## config.mk

```make
export PLATFORM = sky130hd
export DESIGN_NAME = console_line_editor_unit_flat
export DESIGN_NICKNAME = d
export VERILOG_FILES = /design/src/hdl/cle_pkg.sv /design/src/hdl/cle_if.sv /design/src/hdl/cle_datapath.sv /design/src/hdl/cle_controller.sv /design/src/hdl/console_line_editor_unit.sv /design/src/flat_wrapper.sv
export SDC_FILE = /design/constraint.sdc
export NUM_CORES = 1
export LEC_CHECK = 0
export BUFFER_PORTS_ARGS = -buffer_cell sky130_fd_sc_hd__buf_2
export CORE_AREA = 2 2 163 197
export CTS_BUF_LIST = sky130_fd_sc_hd__clkbuf_16
export DETAILED_ROUTE_END_ITERATION = 10
export DIE_AREA = 0 0 165 199
export PLACE_DENSITY = 0.71
export SYNTH_ARGS = -nofsm -noshare
export SYNTH_HDL_FRONTEND = slang
export SYNTH_SLANG_ARGS = --single-unit
```

## constraint.sdc

```tcl
create_clock -name clock -period 3.8 [get_ports clock]
set_clock_uncertainty 0.1 [all_clocks]
set_input_delay 0.38 -clock clock [delete_from_list [all_inputs] [get_ports clock]]
set_output_delay 0.38 -clock clock [all_outputs]
set_load 0.01 [all_outputs]
```

## src/hdl/cle_pkg.sv

```systemverilog
// Shared types, codes and constants of the console line editor.
package cle_pkg;

   localparam int OP_W       = 2;
   localparam int BYTE_W     = 8;
   localparam int KIND_W     = 2;
   localparam int STAT_W     = 2;
   localparam int LEN_W      = 5;
   localparam int TICK_W     = 20;
   localparam int SIZE_W     = 6;
   localparam int CSR_IDX_W  = 2;
   localparam int CSR_DATA_W = 20;
   localparam int SEQ_W      = 5;
   localparam int MSG_LEN    = 19;
   localparam int ERASE_LEN  = 3;

   localparam logic [OP_W-1:0] OP_START = 2'd0;
   localparam logic [OP_W-1:0] OP_BYTE  = 2'd1;
   localparam logic [OP_W-1:0] OP_TICK  = 2'd2;
   localparam logic [OP_W-1:0] OP_NONE  = 2'd3;

   localparam logic [KIND_W-1:0] KIND_ECHO = 2'd0;
   localparam logic [KIND_W-1:0] KIND_LINE = 2'd1;
   localparam logic [KIND_W-1:0] KIND_END  = 2'd2;

   localparam logic [STAT_W-1:0] STAT_SUBMIT  = 2'd0;
   localparam logic [STAT_W-1:0] STAT_CANCEL  = 2'd1;
   localparam logic [STAT_W-1:0] STAT_TIMEOUT = 2'd2;

   localparam logic [CSR_IDX_W-1:0] REG_BUF_SIZE = 2'd0;
   localparam logic [CSR_IDX_W-1:0] REG_TIMEOUT  = 2'd1;
   localparam logic [CSR_IDX_W-1:0] REG_ECHO     = 2'd2;

   localparam logic [SIZE_W-1:0] BUF_SIZE_RESET = 6'd32;
   localparam logic [TICK_W-1:0] TIMEOUT_RESET  = 20'd30000;
   localparam logic              ECHO_RESET     = 1'b1;
   localparam logic [TICK_W-1:0] TICK_MAX       = '1;

   localparam logic [BYTE_W-1:0] CH_BELL  = 8'd7;
   localparam logic [BYTE_W-1:0] CH_BS    = 8'd8;
   localparam logic [BYTE_W-1:0] CH_LF    = 8'd10;
   localparam logic [BYTE_W-1:0] CH_CR    = 8'd13;
   localparam logic [BYTE_W-1:0] CH_ESC   = 8'd27;
   localparam logic [BYTE_W-1:0] CH_SPACE = 8'd32;
   localparam logic [BYTE_W-1:0] CH_TILDE = 8'd126;
   localparam logic [BYTE_W-1:0] CH_DEL   = 8'd127;

   typedef enum logic [2:0] {
      CLS_START,
      CLS_IGNORE,
      CLS_TICK,
      CLS_ENTER,
      CLS_ERASE,
      CLS_CANCEL,
      CLS_PRINT
   } cls_type;

   typedef enum logic [2:0] {
      SEL_RX,
      SEL_BELL,
      SEL_NL,
      SEL_BS,
      SEL_SPACE,
      SEL_CANCEL,
      SEL_LINE,
      SEL_END
   } sel_type;

   typedef enum logic [3:0] {
      ST_IDLE,
      ST_DECODE,
      ST_NL,
      ST_STREAM,
      ST_END,
      ST_BS,
      ST_MSG,
      ST_CHAR,
      ST_BELL
   } state_type;

   typedef struct packed {
      logic              load;
      logic              start;
      logic              tick;
      logic              erase;
      logic              store;
      logic              emit;
      sel_type           sel;
      logic [SEQ_W-1:0]  seq;
      logic [STAT_W-1:0] stat;
      logic              last;
      logic              idx_inc;
      logic              close;
   } cmd_type;

   typedef struct packed {
      cls_type cls;
      logic    has_room;
      logic    fill_zero;
      logic    echo_en;
      logic    timeout_hit;
      logic    stream_last;
      logic    out_free;
   } stat_type;

   function automatic logic [BYTE_W-1:0] cancel_char(input logic [SEQ_W-1:0] pos);
      logic [BYTE_W-1:0] ch;
      unique case (pos)
         5'd0:    ch = CH_LF;
         5'd1:    ch = 8'h5B;
         5'd2:    ch = 8'h49;
         5'd3:    ch = 8'h6E;
         5'd4:    ch = 8'h70;
         5'd5:    ch = 8'h75;
         5'd6:    ch = 8'h74;
         5'd7:    ch = CH_SPACE;
         5'd8:    ch = 8'h63;
         5'd9:    ch = 8'h61;
         5'd10:   ch = 8'h6E;
         5'd11:   ch = 8'h63;
         5'd12:   ch = 8'h65;
         5'd13:   ch = 8'h6C;
         5'd14:   ch = 8'h6C;
         5'd15:   ch = 8'h65;
         5'd16:   ch = 8'h64;
         5'd17:   ch = 8'h5D;
         5'd18:   ch = CH_LF;
         default: ch = '0;
      endcase
      return ch;
   endfunction

endpackage

```

## src/hdl/cle_if.sv

```systemverilog
// Channel interfaces of the console line editor: request, response and register write.
interface cle_req_if;
   logic                          valid;
   logic                          ready;
   logic [cle_pkg::OP_W-1:0]      opcode;
   logic [cle_pkg::BYTE_W-1:0]    rx_byte;
   modport source (output valid, opcode, rx_byte, input ready);
   modport sink   (input valid, opcode, rx_byte, output ready);
endinterface

interface cle_rsp_if;
   logic                          valid;
   logic                          ready;
   logic [cle_pkg::KIND_W-1:0]    out_kind;
   logic [cle_pkg::BYTE_W-1:0]    out_byte;
   logic [cle_pkg::STAT_W-1:0]    end_status;
   logic [cle_pkg::LEN_W-1:0]     line_length;
   logic                          last;
   modport source (output valid, out_kind, out_byte, end_status, line_length, last,
                   input ready);
   modport sink   (input valid, out_kind, out_byte, end_status, line_length, last,
                   output ready);
endinterface

interface cle_csr_if;
   logic                            valid;
   logic                            ready;
   logic [cle_pkg::CSR_IDX_W-1:0]   reg_index;
   logic [cle_pkg::CSR_DATA_W-1:0]  wdata;
   modport source (output valid, reg_index, wdata, input ready);
   modport sink   (input valid, reg_index, wdata, output ready);
endinterface

```

## src/hdl/cle_datapath.sv

```systemverilog
// Datapath of the console line editor: registers, session state, line store and output register.
module cle_datapath #(
   parameter int LINE_BYTES = 32
) (
   input  logic                              clock,
   input  logic                              reset,
   input  cle_pkg::cmd_type                  cmd,
   output cle_pkg::stat_type                 stat,
   input  logic [cle_pkg::OP_W-1:0]          req_opcode,
   input  logic [cle_pkg::BYTE_W-1:0]        req_rx_byte,
   input  logic                              csr_valid,
   input  logic [cle_pkg::CSR_IDX_W-1:0]     csr_reg_index,
   input  logic [cle_pkg::CSR_DATA_W-1:0]    csr_wdata,
   output logic                              rsp_valid,
   input  logic                              rsp_ready,
   output logic [cle_pkg::KIND_W-1:0]        rsp_out_kind,
   output logic [cle_pkg::BYTE_W-1:0]        rsp_out_byte,
   output logic [cle_pkg::STAT_W-1:0]        rsp_end_status,
   output logic [cle_pkg::LEN_W-1:0]         rsp_line_length,
   output logic                              rsp_last
);

   localparam int FILL_W = $clog2(LINE_BYTES);
   localparam logic [cle_pkg::SIZE_W-1:0] SIZE_MAX = cle_pkg::SIZE_W'(LINE_BYTES);

   logic [cle_pkg::SIZE_W-1:0]   buf_size_ff, buf_size_in;
   logic [cle_pkg::TICK_W-1:0]   timeout_ff, timeout_in;
   logic                         echo_en_ff, echo_en_in;
   logic                         in_session_ff, in_session_in;
   logic [FILL_W-1:0]            fill_ff, fill_in;
   logic [cle_pkg::TICK_W-1:0]   elapsed_ff, elapsed_in;
   logic [FILL_W-1:0]            idx_ff, idx_in;
   logic [cle_pkg::OP_W-1:0]     op_ff, op_in;
   logic [cle_pkg::BYTE_W-1:0]   byte_ff, byte_in;
   logic [cle_pkg::BYTE_W-1:0]   rd_data_ff;
   logic [cle_pkg::BYTE_W-1:0]   line_mem [LINE_BYTES];

   logic                         valid_ff, valid_in;
   logic [cle_pkg::KIND_W-1:0]   kind_ff, kind_in;
   logic [cle_pkg::BYTE_W-1:0]   obyte_ff, obyte_in;
   logic [cle_pkg::STAT_W-1:0]   ostat_ff, ostat_in;
   logic [cle_pkg::LEN_W-1:0]    olen_ff, olen_in;
   logic                         olast_ff, olast_in;

   logic [cle_pkg::SIZE_W-1:0]   size_eff;
   logic [cle_pkg::TICK_W-1:0]   ticks_next;
   cle_pkg::cls_type             cls;

   always_comb begin
      priority if (op_ff == cle_pkg::OP_START) begin
         cls = cle_pkg::CLS_START;
      end else if (!in_session_ff || op_ff == cle_pkg::OP_NONE) begin
         cls = cle_pkg::CLS_IGNORE;
      end else if (op_ff == cle_pkg::OP_TICK) begin
         cls = cle_pkg::CLS_TICK;
      end else if (byte_ff == cle_pkg::CH_CR || byte_ff == cle_pkg::CH_LF) begin
         cls = cle_pkg::CLS_ENTER;
      end else if (byte_ff == cle_pkg::CH_BS || byte_ff == cle_pkg::CH_DEL) begin
         cls = cle_pkg::CLS_ERASE;
      end else if (byte_ff == cle_pkg::CH_ESC) begin
         cls = cle_pkg::CLS_CANCEL;
      end else if (byte_ff >= cle_pkg::CH_SPACE && byte_ff <= cle_pkg::CH_TILDE) begin
         cls = cle_pkg::CLS_PRINT;
      end else begin
         cls = cle_pkg::CLS_IGNORE;
      end
   end

   assign size_eff   = (buf_size_ff > SIZE_MAX) ? SIZE_MAX : buf_size_ff;
   assign ticks_next = (elapsed_ff == cle_pkg::TICK_MAX) ? elapsed_ff
                                                         : elapsed_ff + 1'b1;

   always_comb begin
      stat.cls         = cls;
      stat.has_room    = (7'(fill_ff) + 7'd1) < 7'(size_eff);
      stat.fill_zero   = (fill_ff == '0);
      stat.echo_en     = echo_en_ff;
      stat.timeout_hit = (timeout_ff != '0) && (ticks_next >= timeout_ff);
      stat.stream_last = (({1'b0, idx_ff} + 1'b1) == {1'b0, fill_ff});
      stat.out_free    = !valid_ff || rsp_ready;
   end

   always_comb begin
      buf_size_in = buf_size_ff;
      timeout_in  = timeout_ff;
      echo_en_in  = echo_en_ff;
      if (csr_valid) begin
         unique case (csr_reg_index)
            cle_pkg::REG_BUF_SIZE: buf_size_in = cle_pkg::SIZE_W'(csr_wdata);
            cle_pkg::REG_TIMEOUT:  timeout_in  = cle_pkg::TICK_W'(csr_wdata);
            cle_pkg::REG_ECHO:     echo_en_in  = csr_wdata[0];
            default: ;
         endcase
      end
   end

   always_comb begin
      in_session_in = in_session_ff;
      fill_in       = fill_ff;
      elapsed_in    = elapsed_ff;
      idx_in        = idx_ff;
      op_in         = op_ff;
      byte_in       = byte_ff;
      if (cmd.load) begin
         op_in   = req_opcode;
         byte_in = req_rx_byte;
         idx_in  = '0;
      end
      if (cmd.start) begin
         in_session_in = 1'b1;
         fill_in       = '0;
         elapsed_in    = '0;
      end
      if (cmd.tick) begin
         elapsed_in = ticks_next;
      end
      if (cmd.erase) begin
         fill_in = fill_ff - 1'b1;
      end
      if (cmd.store) begin
         fill_in = fill_ff + 1'b1;
      end
      if (cmd.idx_inc) begin
         idx_in = idx_ff + 1'b1;
      end
      if (cmd.close) begin
         in_session_in = 1'b0;
      end
   end

   always_comb begin
      valid_in = valid_ff && !rsp_ready;
      kind_in  = kind_ff;
      obyte_in = obyte_ff;
      ostat_in = ostat_ff;
      olen_in  = olen_ff;
      olast_in = olast_ff;
      if (cmd.emit) begin
         valid_in = 1'b1;
         kind_in  = cle_pkg::KIND_ECHO;
         obyte_in = '0;
         ostat_in = cle_pkg::STAT_SUBMIT;
         olen_in  = '0;
         olast_in = cmd.last;
         unique case (cmd.sel)
            cle_pkg::SEL_RX:     obyte_in = byte_ff;
            cle_pkg::SEL_BELL:   obyte_in = cle_pkg::CH_BELL;
            cle_pkg::SEL_NL:     obyte_in = cle_pkg::CH_LF;
            cle_pkg::SEL_BS:     obyte_in = cle_pkg::CH_BS;
            cle_pkg::SEL_SPACE:  obyte_in = cle_pkg::CH_SPACE;
            cle_pkg::SEL_CANCEL: obyte_in = cle_pkg::cancel_char(cmd.seq);
            cle_pkg::SEL_LINE: begin
               kind_in  = cle_pkg::KIND_LINE;
               obyte_in = rd_data_ff;
            end
            cle_pkg::SEL_END: begin
               kind_in  = cle_pkg::KIND_END;
               ostat_in = cmd.stat;
               olen_in  = (cmd.stat == cle_pkg::STAT_CANCEL) ? '0
                                                             : cle_pkg::LEN_W'(fill_ff);
            end
         endcase
      end
   end

   always_ff @(posedge clock) begin
      if (reset) begin
         buf_size_ff   <= cle_pkg::BUF_SIZE_RESET;
         timeout_ff    <= cle_pkg::TIMEOUT_RESET;
         echo_en_ff    <= cle_pkg::ECHO_RESET;
         in_session_ff <= 1'b0;
         fill_ff       <= '0;
         elapsed_ff    <= '0;
         idx_ff        <= '0;
         valid_ff      <= 1'b0;
      end else begin
         buf_size_ff   <= buf_size_in;
         timeout_ff    <= timeout_in;
         echo_en_ff    <= echo_en_in;
         in_session_ff <= in_session_in;
         fill_ff       <= fill_in;
         elapsed_ff    <= elapsed_in;
         idx_ff        <= idx_in;
         valid_ff      <= valid_in;
      end
   end

   always_ff @(posedge clock) begin
      op_ff    <= op_in;
      byte_ff  <= byte_in;
      kind_ff  <= kind_in;
      obyte_ff <= obyte_in;
      ostat_ff <= ostat_in;
      olen_ff  <= olen_in;
      olast_ff <= olast_in;
   end

   // The read address follows the next index, so the read data always matches idx_ff.
   always_ff @(posedge clock) begin
      if (cmd.store) begin
         line_mem[fill_ff] <= byte_ff;
      end
      rd_data_ff <= line_mem[idx_in];
   end

   assign rsp_valid       = valid_ff;
   assign rsp_out_kind    = kind_ff;
   assign rsp_out_byte    = obyte_ff;
   assign rsp_end_status  = ostat_ff;
   assign rsp_line_length = olen_ff;
   assign rsp_last        = olast_ff;

endmodule

```

## src/hdl/cle_controller.sv

```systemverilog
// Controller of the console line editor: sequences decoding, echo, line streaming and end records.
module cle_controller (
   input  logic               clock,
   input  logic               reset,
   input  logic               req_valid,
   output logic               req_ready,
   input  cle_pkg::stat_type  stat,
   output cle_pkg::cmd_type   cmd
);

   cle_pkg::state_type                state_ff, state_in;
   logic [cle_pkg::SEQ_W-1:0]         seq_ff, seq_in;
   logic [cle_pkg::STAT_W-1:0]        end_stat_ff, end_stat_in;

   always_ff @(posedge clock) begin
      if (reset) begin
         state_ff    <= cle_pkg::ST_IDLE;
         seq_ff      <= '0;
         end_stat_ff <= cle_pkg::STAT_SUBMIT;
      end else begin
         state_ff    <= state_in;
         seq_ff      <= seq_in;
         end_stat_ff <= end_stat_in;
      end
   end

   always_comb begin
      state_in    = state_ff;
      seq_in      = seq_ff;
      end_stat_in = end_stat_ff;
      req_ready   = 1'b0;
      cmd         = '0;
      cmd.sel     = cle_pkg::SEL_END;
      cmd.seq     = seq_ff;
      cmd.stat    = end_stat_ff;
      unique case (state_ff)
         cle_pkg::ST_IDLE: begin
            req_ready = 1'b1;
            if (req_valid) begin
               cmd.load = 1'b1;
               state_in = cle_pkg::ST_DECODE;
            end
         end
         cle_pkg::ST_DECODE: begin
            seq_in = '0;
            unique case (stat.cls)
               cle_pkg::CLS_START: begin
                  cmd.start = 1'b1;
                  state_in  = cle_pkg::ST_IDLE;
               end
               cle_pkg::CLS_IGNORE: begin
                  state_in = cle_pkg::ST_IDLE;
               end
               cle_pkg::CLS_TICK: begin
                  cmd.tick    = 1'b1;
                  end_stat_in = cle_pkg::STAT_TIMEOUT;
                  state_in    = stat.timeout_hit ? cle_pkg::ST_END : cle_pkg::ST_IDLE;
               end
               cle_pkg::CLS_ENTER: begin
                  end_stat_in = cle_pkg::STAT_SUBMIT;
                  if (stat.echo_en) begin
                     state_in = cle_pkg::ST_NL;
                  end else begin
                     state_in = stat.fill_zero ? cle_pkg::ST_END : cle_pkg::ST_STREAM;
                  end
               end
               cle_pkg::CLS_ERASE: begin
                  if (stat.fill_zero) begin
                     state_in = cle_pkg::ST_IDLE;
                  end else begin
                     cmd.erase = 1'b1;
                     state_in  = stat.echo_en ? cle_pkg::ST_BS : cle_pkg::ST_IDLE;
                  end
               end
               cle_pkg::CLS_CANCEL: begin
                  end_stat_in = cle_pkg::STAT_CANCEL;
                  state_in    = stat.echo_en ? cle_pkg::ST_MSG : cle_pkg::ST_END;
               end
               cle_pkg::CLS_PRINT: begin
                  if (stat.has_room) begin
                     cmd.store = 1'b1;
                     state_in  = stat.echo_en ? cle_pkg::ST_CHAR : cle_pkg::ST_IDLE;
                  end else begin
                     state_in  = stat.echo_en ? cle_pkg::ST_BELL : cle_pkg::ST_IDLE;
                  end
               end
               default: begin
                  state_in = cle_pkg::ST_IDLE;
               end
            endcase
         end
         cle_pkg::ST_NL: begin
            if (stat.out_free) begin
               cmd.emit = 1'b1;
               cmd.sel  = cle_pkg::SEL_NL;
               state_in = stat.fill_zero ? cle_pkg::ST_END : cle_pkg::ST_STREAM;
            end
         end
         cle_pkg::ST_STREAM: begin
            if (stat.out_free) begin
               cmd.emit    = 1'b1;
               cmd.sel     = cle_pkg::SEL_LINE;
               cmd.idx_inc = 1'b1;
               if (stat.stream_last) begin
                  state_in = cle_pkg::ST_END;
               end
            end
         end
         cle_pkg::ST_END: begin
            if (stat.out_free) begin
               cmd.emit  = 1'b1;
               cmd.sel   = cle_pkg::SEL_END;
               cmd.last  = 1'b1;
               cmd.close = 1'b1;
               state_in  = cle_pkg::ST_IDLE;
            end
         end
         cle_pkg::ST_BS: begin
            if (stat.out_free) begin
               cmd.emit = 1'b1;
               cmd.sel  = (seq_ff == 5'd1) ? cle_pkg::SEL_SPACE : cle_pkg::SEL_BS;
               cmd.last = (seq_ff == cle_pkg::SEQ_W'(cle_pkg::ERASE_LEN - 1));
               seq_in   = seq_ff + 1'b1;
               if (cmd.last) begin
                  state_in = cle_pkg::ST_IDLE;
               end
            end
         end
         cle_pkg::ST_MSG: begin
            if (stat.out_free) begin
               cmd.emit = 1'b1;
               cmd.sel  = cle_pkg::SEL_CANCEL;
               seq_in   = seq_ff + 1'b1;
               if (seq_ff == cle_pkg::SEQ_W'(cle_pkg::MSG_LEN - 1)) begin
                  state_in = cle_pkg::ST_END;
               end
            end
         end
         cle_pkg::ST_CHAR: begin
            if (stat.out_free) begin
               cmd.emit = 1'b1;
               cmd.sel  = cle_pkg::SEL_RX;
               cmd.last = 1'b1;
               state_in = cle_pkg::ST_IDLE;
            end
         end
         cle_pkg::ST_BELL: begin
            if (stat.out_free) begin
               cmd.emit = 1'b1;
               cmd.sel  = cle_pkg::SEL_BELL;
               cmd.last = 1'b1;
               state_in = cle_pkg::ST_IDLE;
            end
         end
         default: begin
            state_in = cle_pkg::ST_IDLE;
         end
      endcase
   end

endmodule

```

## src/hdl/console_line_editor_unit.sv

```systemverilog
// Top level of the console line editor: controller, datapath and channel ports.
// The unit takes one request at a time: a request is transferred while idle and
// decoded in the next state, so a start, a tick without timeout or an ignored byte
// ends there. Each result is then emitted from its own state while the response
// side keeps up: the single output register holds one result, and the line store
// is read one character a cycle unless the response side stalls. With echo on, a
// printable byte gives one result, an erase three, an enter with n characters n + 2,
// a cancel 20. Results are held until they are transferred; the next request is
// taken while the prior final result waits. Register writes are taken in any cycle.
module console_line_editor_unit #(
   parameter int LINE_BYTES = 32
) (
   input  logic          clock,
   input  logic          reset,
   cle_req_if.sink       req_chan,
   cle_rsp_if.source     rsp_chan,
   cle_csr_if.sink       csr_chan
);

   cle_pkg::cmd_type  cmd;
   cle_pkg::stat_type stat;

   assign csr_chan.ready = 1'b1;

   cle_controller u_ctrl (
      .clock     (clock),
      .reset     (reset),
      .req_valid (req_chan.valid),
      .req_ready (req_chan.ready),
      .stat      (stat),
      .cmd       (cmd)
   );

   cle_datapath #(
      .LINE_BYTES (LINE_BYTES)
   ) u_dp (
      .clock           (clock),
      .reset           (reset),
      .cmd             (cmd),
      .stat            (stat),
      .req_opcode      (req_chan.opcode),
      .req_rx_byte     (req_chan.rx_byte),
      .csr_valid       (csr_chan.valid),
      .csr_reg_index   (csr_chan.reg_index),
      .csr_wdata       (csr_chan.wdata),
      .rsp_valid       (rsp_chan.valid),
      .rsp_ready       (rsp_chan.ready),
      .rsp_out_kind    (rsp_chan.out_kind),
      .rsp_out_byte    (rsp_chan.out_byte),
      .rsp_end_status  (rsp_chan.end_status),
      .rsp_line_length (rsp_chan.line_length),
      .rsp_last        (rsp_chan.last)
   );

endmodule

```

## src/flat_wrapper.sv

```systemverilog
// flat-port wrapper written by rule: the top's interface ports become plain ports
module console_line_editor_unit_flat 
#(
   parameter int LINE_BYTES = 32
)
  (clock, reset, req_chan_valid, req_chan_opcode, req_chan_rx_byte, req_chan_ready, rsp_chan_valid, rsp_chan_out_kind, rsp_chan_out_byte, rsp_chan_end_status, rsp_chan_line_length, rsp_chan_last, rsp_chan_ready, csr_chan_valid, csr_chan_reg_index, csr_chan_wdata, csr_chan_ready);
  cle_req_if req_chan_i ();
  cle_rsp_if rsp_chan_i ();
  cle_csr_if csr_chan_i ();
  input  logic clock;
  input  logic reset;
  input wire logic [$bits(req_chan_i.valid)-1:0] req_chan_valid;
  input wire logic [$bits(req_chan_i.opcode)-1:0] req_chan_opcode;
  input wire logic [$bits(req_chan_i.rx_byte)-1:0] req_chan_rx_byte;
  output wire logic [$bits(req_chan_i.ready)-1:0] req_chan_ready;
  output wire logic [$bits(rsp_chan_i.valid)-1:0] rsp_chan_valid;
  output wire logic [$bits(rsp_chan_i.out_kind)-1:0] rsp_chan_out_kind;
  output wire logic [$bits(rsp_chan_i.out_byte)-1:0] rsp_chan_out_byte;
  output wire logic [$bits(rsp_chan_i.end_status)-1:0] rsp_chan_end_status;
  output wire logic [$bits(rsp_chan_i.line_length)-1:0] rsp_chan_line_length;
  output wire logic [$bits(rsp_chan_i.last)-1:0] rsp_chan_last;
  input wire logic [$bits(rsp_chan_i.ready)-1:0] rsp_chan_ready;
  input wire logic [$bits(csr_chan_i.valid)-1:0] csr_chan_valid;
  input wire logic [$bits(csr_chan_i.reg_index)-1:0] csr_chan_reg_index;
  input wire logic [$bits(csr_chan_i.wdata)-1:0] csr_chan_wdata;
  output wire logic [$bits(csr_chan_i.ready)-1:0] csr_chan_ready;
  assign req_chan_i.valid = req_chan_valid;
  assign req_chan_i.opcode = req_chan_opcode;
  assign req_chan_i.rx_byte = req_chan_rx_byte;
  assign req_chan_ready = req_chan_i.ready;
  assign rsp_chan_valid = rsp_chan_i.valid;
  assign rsp_chan_out_kind = rsp_chan_i.out_kind;
  assign rsp_chan_out_byte = rsp_chan_i.out_byte;
  assign rsp_chan_end_status = rsp_chan_i.end_status;
  assign rsp_chan_line_length = rsp_chan_i.line_length;
  assign rsp_chan_last = rsp_chan_i.last;
  assign rsp_chan_i.ready = rsp_chan_ready;
  assign csr_chan_i.valid = csr_chan_valid;
  assign csr_chan_i.reg_index = csr_chan_reg_index;
  assign csr_chan_i.wdata = csr_chan_wdata;
  assign csr_chan_ready = csr_chan_i.ready;
  console_line_editor_unit #(.LINE_BYTES(LINE_BYTES)) u_core (.clock(clock), .reset(reset), .req_chan(req_chan_i), .rsp_chan(rsp_chan_i), .csr_chan(csr_chan_i));
endmodule
```

# Word-level counts from Yosys, hierarchy flattened
# Memory sizes are Yosys's and may differ from the RTL's. A register that Yosys moved wholly into a read port is not among the register bits.
# Cells that the tools add are included.
# totals
output_inout_bits,21
mem_bits_ro,224
ram_bits,256
ff_bits,98
memories,2
in_bits,37
wordCells,179
# memory_table
name,words,width,read_ports,rd_ports_with_merged_regs,wr,line_no,text
u_core.u_dp.line_mem,32,8,1,1,1,cle_datapath.sv:36,logic [cle_pkg::BYTE_W-1:0] line_mem [LINE_BYTES];
(no name shown),32,7,1,1,0,cle_pkg.sv:108,unique case (pos)
# op_classes
add_sub_neg,7
mux,70
eq_ne,45
n_bitwise,1
reduce_logical,31
n_lt_le_gt_ge,5
# op_table
operator,n
4-bit 2-to-1 mux,19
20-bit 2-to-1 mux,3
4-bit case mux with 7 select lines,2
8-bit case mux with 7 select lines,1
3-bit 2-to-1 mux,14
5-bit 2-to-1 mux,8
8-bit by 4-bit == test with 1-bit output (second input constant),3
3-bit == test (second input constant),7
20-bit by 1-bit adder with 20-bit output (second input constant),1
20-bit == test (second input constant),1
20-bit greater-or-equal comparator,1
4-bit case mux with 5 select lines,1
20-bit nonzero test,1
4-bit by 3-bit == test with 1-bit output (second input constant),4
1-bit 2-to-1 mux,16
5-bit by 1-bit adder with 5-bit output (second input constant),3
2-bit by 1-bit inequality test with 1-bit output (second input constant),7
5-bit by 1-bit adder with 6-bit output (second input constant),2
3-bit by 2-bit == test with 1-bit output (second input constant),4
5-bit case mux with 2 select lines,1
2-bit AND reduction,5
9-bit AND reduction,1
4-bit by 2-bit == test with 1-bit output (second input constant),2
8-bit by 5-bit == test with 1-bit output (second input constant),1
other kinds (33),51

# Logic depth before layout (Yosys ltp)
# depth
depth_word,15
ltp_mapped,16

# Hierarchy
# Synthesis repeated with hierarchy kept, for this count alone.
# hier_totals
hier_cells,1552
hier_area_um2,17909.7
# by_module_without_submodules
mod,cells_per_inst,area_per_inst_um2,instances
cle_datapath,1407,16859.9,1
cle_controller,143,1038.5,1
console_line_editor_unit,2,11.3,1

# Worst setup path before layout
# Ideal clock, no wire load.
# synth_path
path_kind,register to register
start,reg u_core.u_dp.byte_ff[5] (netlist name)
end,"mem u_core.u_dp.line_mem[0][0] (netlist name), enable pin"
synth_period_minus_slack_ps,3391
arrival_time_ps,2920
required_ps,3330
path_stages_with_launch,8
path_buffers,1
setup_slack_ps,409
cell_sequence,edfxtp_1 -> or4b_4 -> a211o_1 -> a2111oi_4 -> and3_1 -> buf_4 -> nand2_1 -> nor2_1
# synth_between
elab_chain_len,14
word_cells_on_any_way,22
classes_between,order compare (2); eq/ne (6); mux (11); reduce/logical (3)
# synth_lines
item,line_no,text
"start, declared",cle_datapath.sv:34,"logic [cle_pkg::BYTE_W-1:0] byte_ff, byte_in;"
"start signal, assigned",cle_datapath.sv:190,byte_ff <= byte_in;
8-bit by 6-bit greater-or-equal comparator with 1-bit output or 8-bit by 7-bit less-or-equal comparator with 1-bit output (tied branches),cle_datapath.sv:62,end else if (byte_ff >= cle_pkg::CH_SPACE && byte_ff <= cle_pkg::CH_TILDE) begin
1-bit logical AND,cle_datapath.sv:62,
3-bit 2-to-1 mux,cle_datapath.sv:62,
3-bit 2-to-1 mux,cle_datapath.sv:60,end else if (byte_ff == cle_pkg::CH_ESC) begin
3-bit 2-to-1 mux,cle_datapath.sv:58,end else if (byte_ff == cle_pkg::CH_BS || byte_ff == cle_pkg::CH_DEL) begin
3-bit 2-to-1 mux *,cle_datapath.sv:56,end else if (byte_ff == cle_pkg::CH_CR || byte_ff == cle_pkg::CH_LF) begin
3-bit 2-to-1 mux *,cle_datapath.sv:54,end else if (op_ff == cle_pkg::OP_TICK) begin
3-bit 2-to-1 mux *,cle_datapath.sv:52,end else if (!in_session_ff || op_ff == cle_pkg::OP_NONE) begin
3-bit 2-to-1 mux *,cle_datapath.sv:50,priority if (op_ff == cle_pkg::OP_START) begin
3-bit == test *,cle_controller.sv:46,unique case (stat.cls)
1-bit 2-to-1 mux *,cle_controller.sv:46,
4-bit 2-to-1 mux *,cle_controller.sv:36,unique case (state_ff)
1-bit 2-to-1 mux *,cle_datapath.sv:200,if (cmd.store) begin
1-bit 2-to-1 mux (not written as such) *,cle_datapath.sv:201,line_mem[fill_ff] <= byte_ff;
"end, declared",cle_datapath.sv:36,
# Every way passes the cells marked *; elsewhere a longest branch is shown, timed or not.

# Final worst setup path
# layout_path
start,reg u_core.u_dp.elapsed_ff[1] (netlist name)
end,reg u_core.u_ctrl.state_ff[2]
# layout_between
elab_chain_len,7
word_cells_on_any_way,8
classes_between,add/sub (1); order compare (1); eq/ne (1); mux (4); reduce/logical (1)
# layout_lines
item,line_no,text
"start, declared",cle_datapath.sv:31,"logic [cle_pkg::TICK_W-1:0] elapsed_ff, elapsed_in;"
"start signal, assigned",cle_datapath.sv:182,elapsed_ff <= elapsed_in;
20-bit by 1-bit adder with 20-bit output or 20-bit == test (tied branches),"cle_datapath.sv:71, cle_datapath.sv:70",
20-bit 2-to-1 mux *,cle_datapath.sv:70,assign ticks_next = (elapsed_ff == cle_pkg::TICK_MAX) ? elapsed_ff
20-bit greater-or-equal comparator *,cle_datapath.sv:78,stat.timeout_hit = (timeout_ff != '0) && (ticks_next >= timeout_ff);
1-bit logical AND *,cle_datapath.sv:78,
3-bit 2-to-1 mux *,cle_controller.sv:57,state_in = stat.timeout_hit ? cle_pkg::ST_END : cle_pkg::ST_IDLE;
4-bit case mux with 5 select lines *,cle_controller.sv:46,
4-bit case mux with 7 select lines *,cle_controller.sv:36,
"end signal, assigned",cle_controller.sv:17,state_ff <= cle_pkg::ST_IDLE;
"end signal, assigned",cle_controller.sv:21,state_ff <= state_in;
"end, declared",cle_controller.sv:11,"cle_pkg::state_type state_ff, state_in;"
# Marked as above.
# A chain may end at the register's enable or synchronous reset.

==> results_dict.tcl <==
set metrics [dict create \
    outcome "complete, no violations" \
    fp-row-count 71 \
    slowest_delay_ps 470 \
    rsz0062_at_grt "no" \
    crit_chain "ha_1 > nand2_1 > or4_1 > o21bai_1 > nor2_1 > and2_1 > xor2_1 > ha_1 > a21o_1 > a21o_1 > a21oi_1 > o21ai_0 > a21oi_1 > o32a_1 > o211ai_1" \
    whs_ps 19.6 \
    wl_per_cell_um 20.9 \
    fin_cells 1983 \
    io_buffers 56 \
    core-area_um2 31000 \
    ant_nets 0 \
    critPathSlowestCell "or4_1" \
    htree_levels 2 \
    die_h_um 199 \
    place_area_um2 18000 \
    intPower_uw 6390 \
    endpoint "u_core.u_ctrl.state_ff[2]" \
    crit_type "reg -> reg" \
    routed_wl_mm 41.4 \
    power_leakage_uw 0.00727 \
    grt_pass1_wl_mm 64.2 \
    final_cell_mix "edfxtp_1, nand2_1, nor2_1" \
    avgSynthCellArea_um2 11.8 \
    hp-start "csr_chan_wdata[3]" \
    synth_top_family_by_area "simple AND/OR/NAND/NOR gates" \
    path_clk_slew_ps 60 \
    peakVddDrop_mv 0.420 \
    drt_pre_antenna_iters 6 \
    synth_mux_area_frac 0.0656 \
    postCtsSetupRepairBufs 0 \
    fin_nets 1635 \
    cp-start-kind "flip-flop" \
    netlist_top_cells_area "edfxtp_1, dfxtp_1, mux2i_1" \
    synthSimpleGateAreaFrac 0.150 \
    place_inst 1898 \
    async_flop_share 0 \
    antenna_found_initial 2 \
    end_kind "flip-flop" \
    diodes 0 \
    die-area_um2 32800 \
    synthCells 1428 \
    netlist-cell-type-count 85 \
    fin_crit_sh 0.940 \
    drv_slew 0 \
    startpoint "u_core.u_dp.elapsed_ff[1]" \
    switching_share 0.220 \
    design_area_um2 19300 \
    drv_cap 0 \
    drive_gt1_frac 0.152 \
    hold_viol_final 0 \
    vias 11794 \
    synth_area_um2 16900 \
    finalSetupViolCount 0 \
    synth_top_area_share 0.506 \
    power_frac_comb 0.055 \
    worstPathArrival_ps 3850 \
    reg2reg_to "u_core.u_ctrl.state_ff[2]" \
    seq_area_frac_synth 0.607 \
    cts_root_buf "clkbuf_16" \
    cts_buffers 35 \
    fp.dieW_um 165 \
    hold_class "in -> reg" \
    min_period_ps 3570 \
    syn_to_final_growth_pct 14.6 \
    synth_seq_cells 369 \
    cts_tree "done" \
    crit_fanout 5 \
    post_synth_xor_area_fraction 0.0156 \
    drc 0 \
    clk_latency_ps 520 \
    overflow 0 \
    fmax_mhz 280 \
    track_usage 0.258 \
    slew_headroom 0.219 \
    ys_warn_count 0 \
    cts.sinks 369 \
    reg2reg_from "u_core.u_dp.elapsed_ff[1]" \
    switching_power_uw 1800 \
    worst_pin_slew_ps 1170 \
    syn_nets 1506 \
    viasPerCell 5.95 \
    synth_ff_type "edfxtp_1" \
    ios 58 \
    clockPowerShare 0.401 \
    seqPwrFrac 0.545 \
    worst_ep_required_time_ps 4080 \
    grt_pass1_vias 11852 \
    place_congestion 0.944 \
    clk_path_buf_depth 3 \
    synth_compound_area_frac 0.103 \
    start_util 0.544 \
    worst-r2r-cell-count 15 \
    yosys.area.top_type "edfxtp_1" \
    drt_iter0_markers 1019 \
    final_common_cell "edfxtp_1" \
    p_per_area_nw_per_um2 424 \
    synth_edf_count 284 \
    grt_max_degree 64 \
    place_hpwl_mm 28.1 \
    r2r_slack_ps 230 \
    setup_tns_ps 0 \
    synthAdderAreaFrac 0.0304 \
]
==> stage by stage <==
stage | worst slack, ps | power (µW) | util
after floorplan | 409 | 4770 | -
after global placement | 305 | 4960 | 0.581
after global routing | 35.2 | 8430 | 0.623
after detailed placement | 255 | 4970 | 0.581
final | 226 | 8190 | 0.623
after CTS | 232 | 8250 | 0.623
==> timing repair <==
action / 4_1_cts / 5_1_grt
endpoints found under the hold margin: 23 / 0
resized for setup: 0 / 1
hold buffers: 23 / 0
endpoints found under the setup margin: 0 / 1
==> final cells by class <==
cell class	count	area, µm²
fill	2428	11700
sequential	369	10200
multi-input combinational	945	6170
timing repair buffer	166	1200
clock buffer	35	876
tap	401	502
clock inverter	27	191
inverter	40	150
==> worst max-delay path, delay by kind of cell, from the launching register on <==
kind	cells	cell delay, ps
adder cells (fa/ha/maj)	2	510
flip-flops	1	390
XOR/XNOR	1	210
AO/OA/AOI/OAI	8	1350
AND/OR/NAND/NOR	4	850
==> logic make-up (layout without fill, tap and decap cells) <==
group | Yosys count | in the layout
simple gates | 517 | 517
flops | 369 | 369
compound gates | 248 | 248
buf+inv | 114 | 268
mux | 108 | 108
fa+ha+maj | 41 | 41
xor+xnor | 30 | 30
other cells | 1 | 1
==> cell usage after synthesis, drive strengths merged (32+ instances only) <==
cell type  number
nand2         214
inv            40
mux2i          88
o21ai          37
nand3          58
a21oi          70
ha             41
nand4          32
clkbuf         43
dfxtp          85
nor2           93
edfxtp        284
==> sequential cells by signal (all words and copies together) (netlist names), 4 cells and up, named ones only <==
register and flops:
u_core.u_ctrl.seq_ff 5, u_core.u_ctrl.state_ff 4, u_core.u_dp.buf_size_ff 6, u_core.u_dp.byte_ff 8
u_core.u_dp.elapsed_ff 20, u_core.u_dp.fill_ff 5, u_core.u_dp.idx_ff 5, u_core.u_dp.line_mem 256
u_core.u_dp.rd_data_ff 8, u_core.u_dp.rsp_line_length 5, u_core.u_dp.rsp_out_byte 8, u_core.u_dp.timeout_ff 20
==> power groups by stage <==
stage	clock network (µW)	registers (µW)	logic, µW
2_1_floorplan	0	4580	186
3_3_place_gp	0	4550	418
3_5_place_dp	0	4550	427
4_1_cts	3340	4460	449
5_1_grt	3480	4460	489
6_report	3280	4460	449
==> how the worst min path moves through the flow <==
stage | endpoint | slack (ps) | cells past startpoint
after floorplan | u_core.u_ctrl.end_stat_ff[1] | 350 | 2
final | u_core.u_dp.timeout_ff[3] | 20 | 3
after global placement | u_core.u_dp.timeout_ff[15] | 370 | 2
after CTS | u_core.u_dp.timeout_ff[3] | 0.03 | 3
after global routing | u_core.u_dp.timeout_ff[2] | 30 | 3
after detailed placement | u_core.u_ctrl.end_stat_ff[1] | 370 | 2
==> metal layers <==
metal | GRT usage | vias up | wire length, µm
met5 | 0 | - | 22
met3 | 0.0377 | 107 | 2140
li1 | - | 5589 | -
met4 | 0.106 | 4 | 1730
met1 | 0.301 | 5722 | 16000
met2 | 0.471 | 372 | 21500
Note: power is estimated with default switching activity, not from simulation.
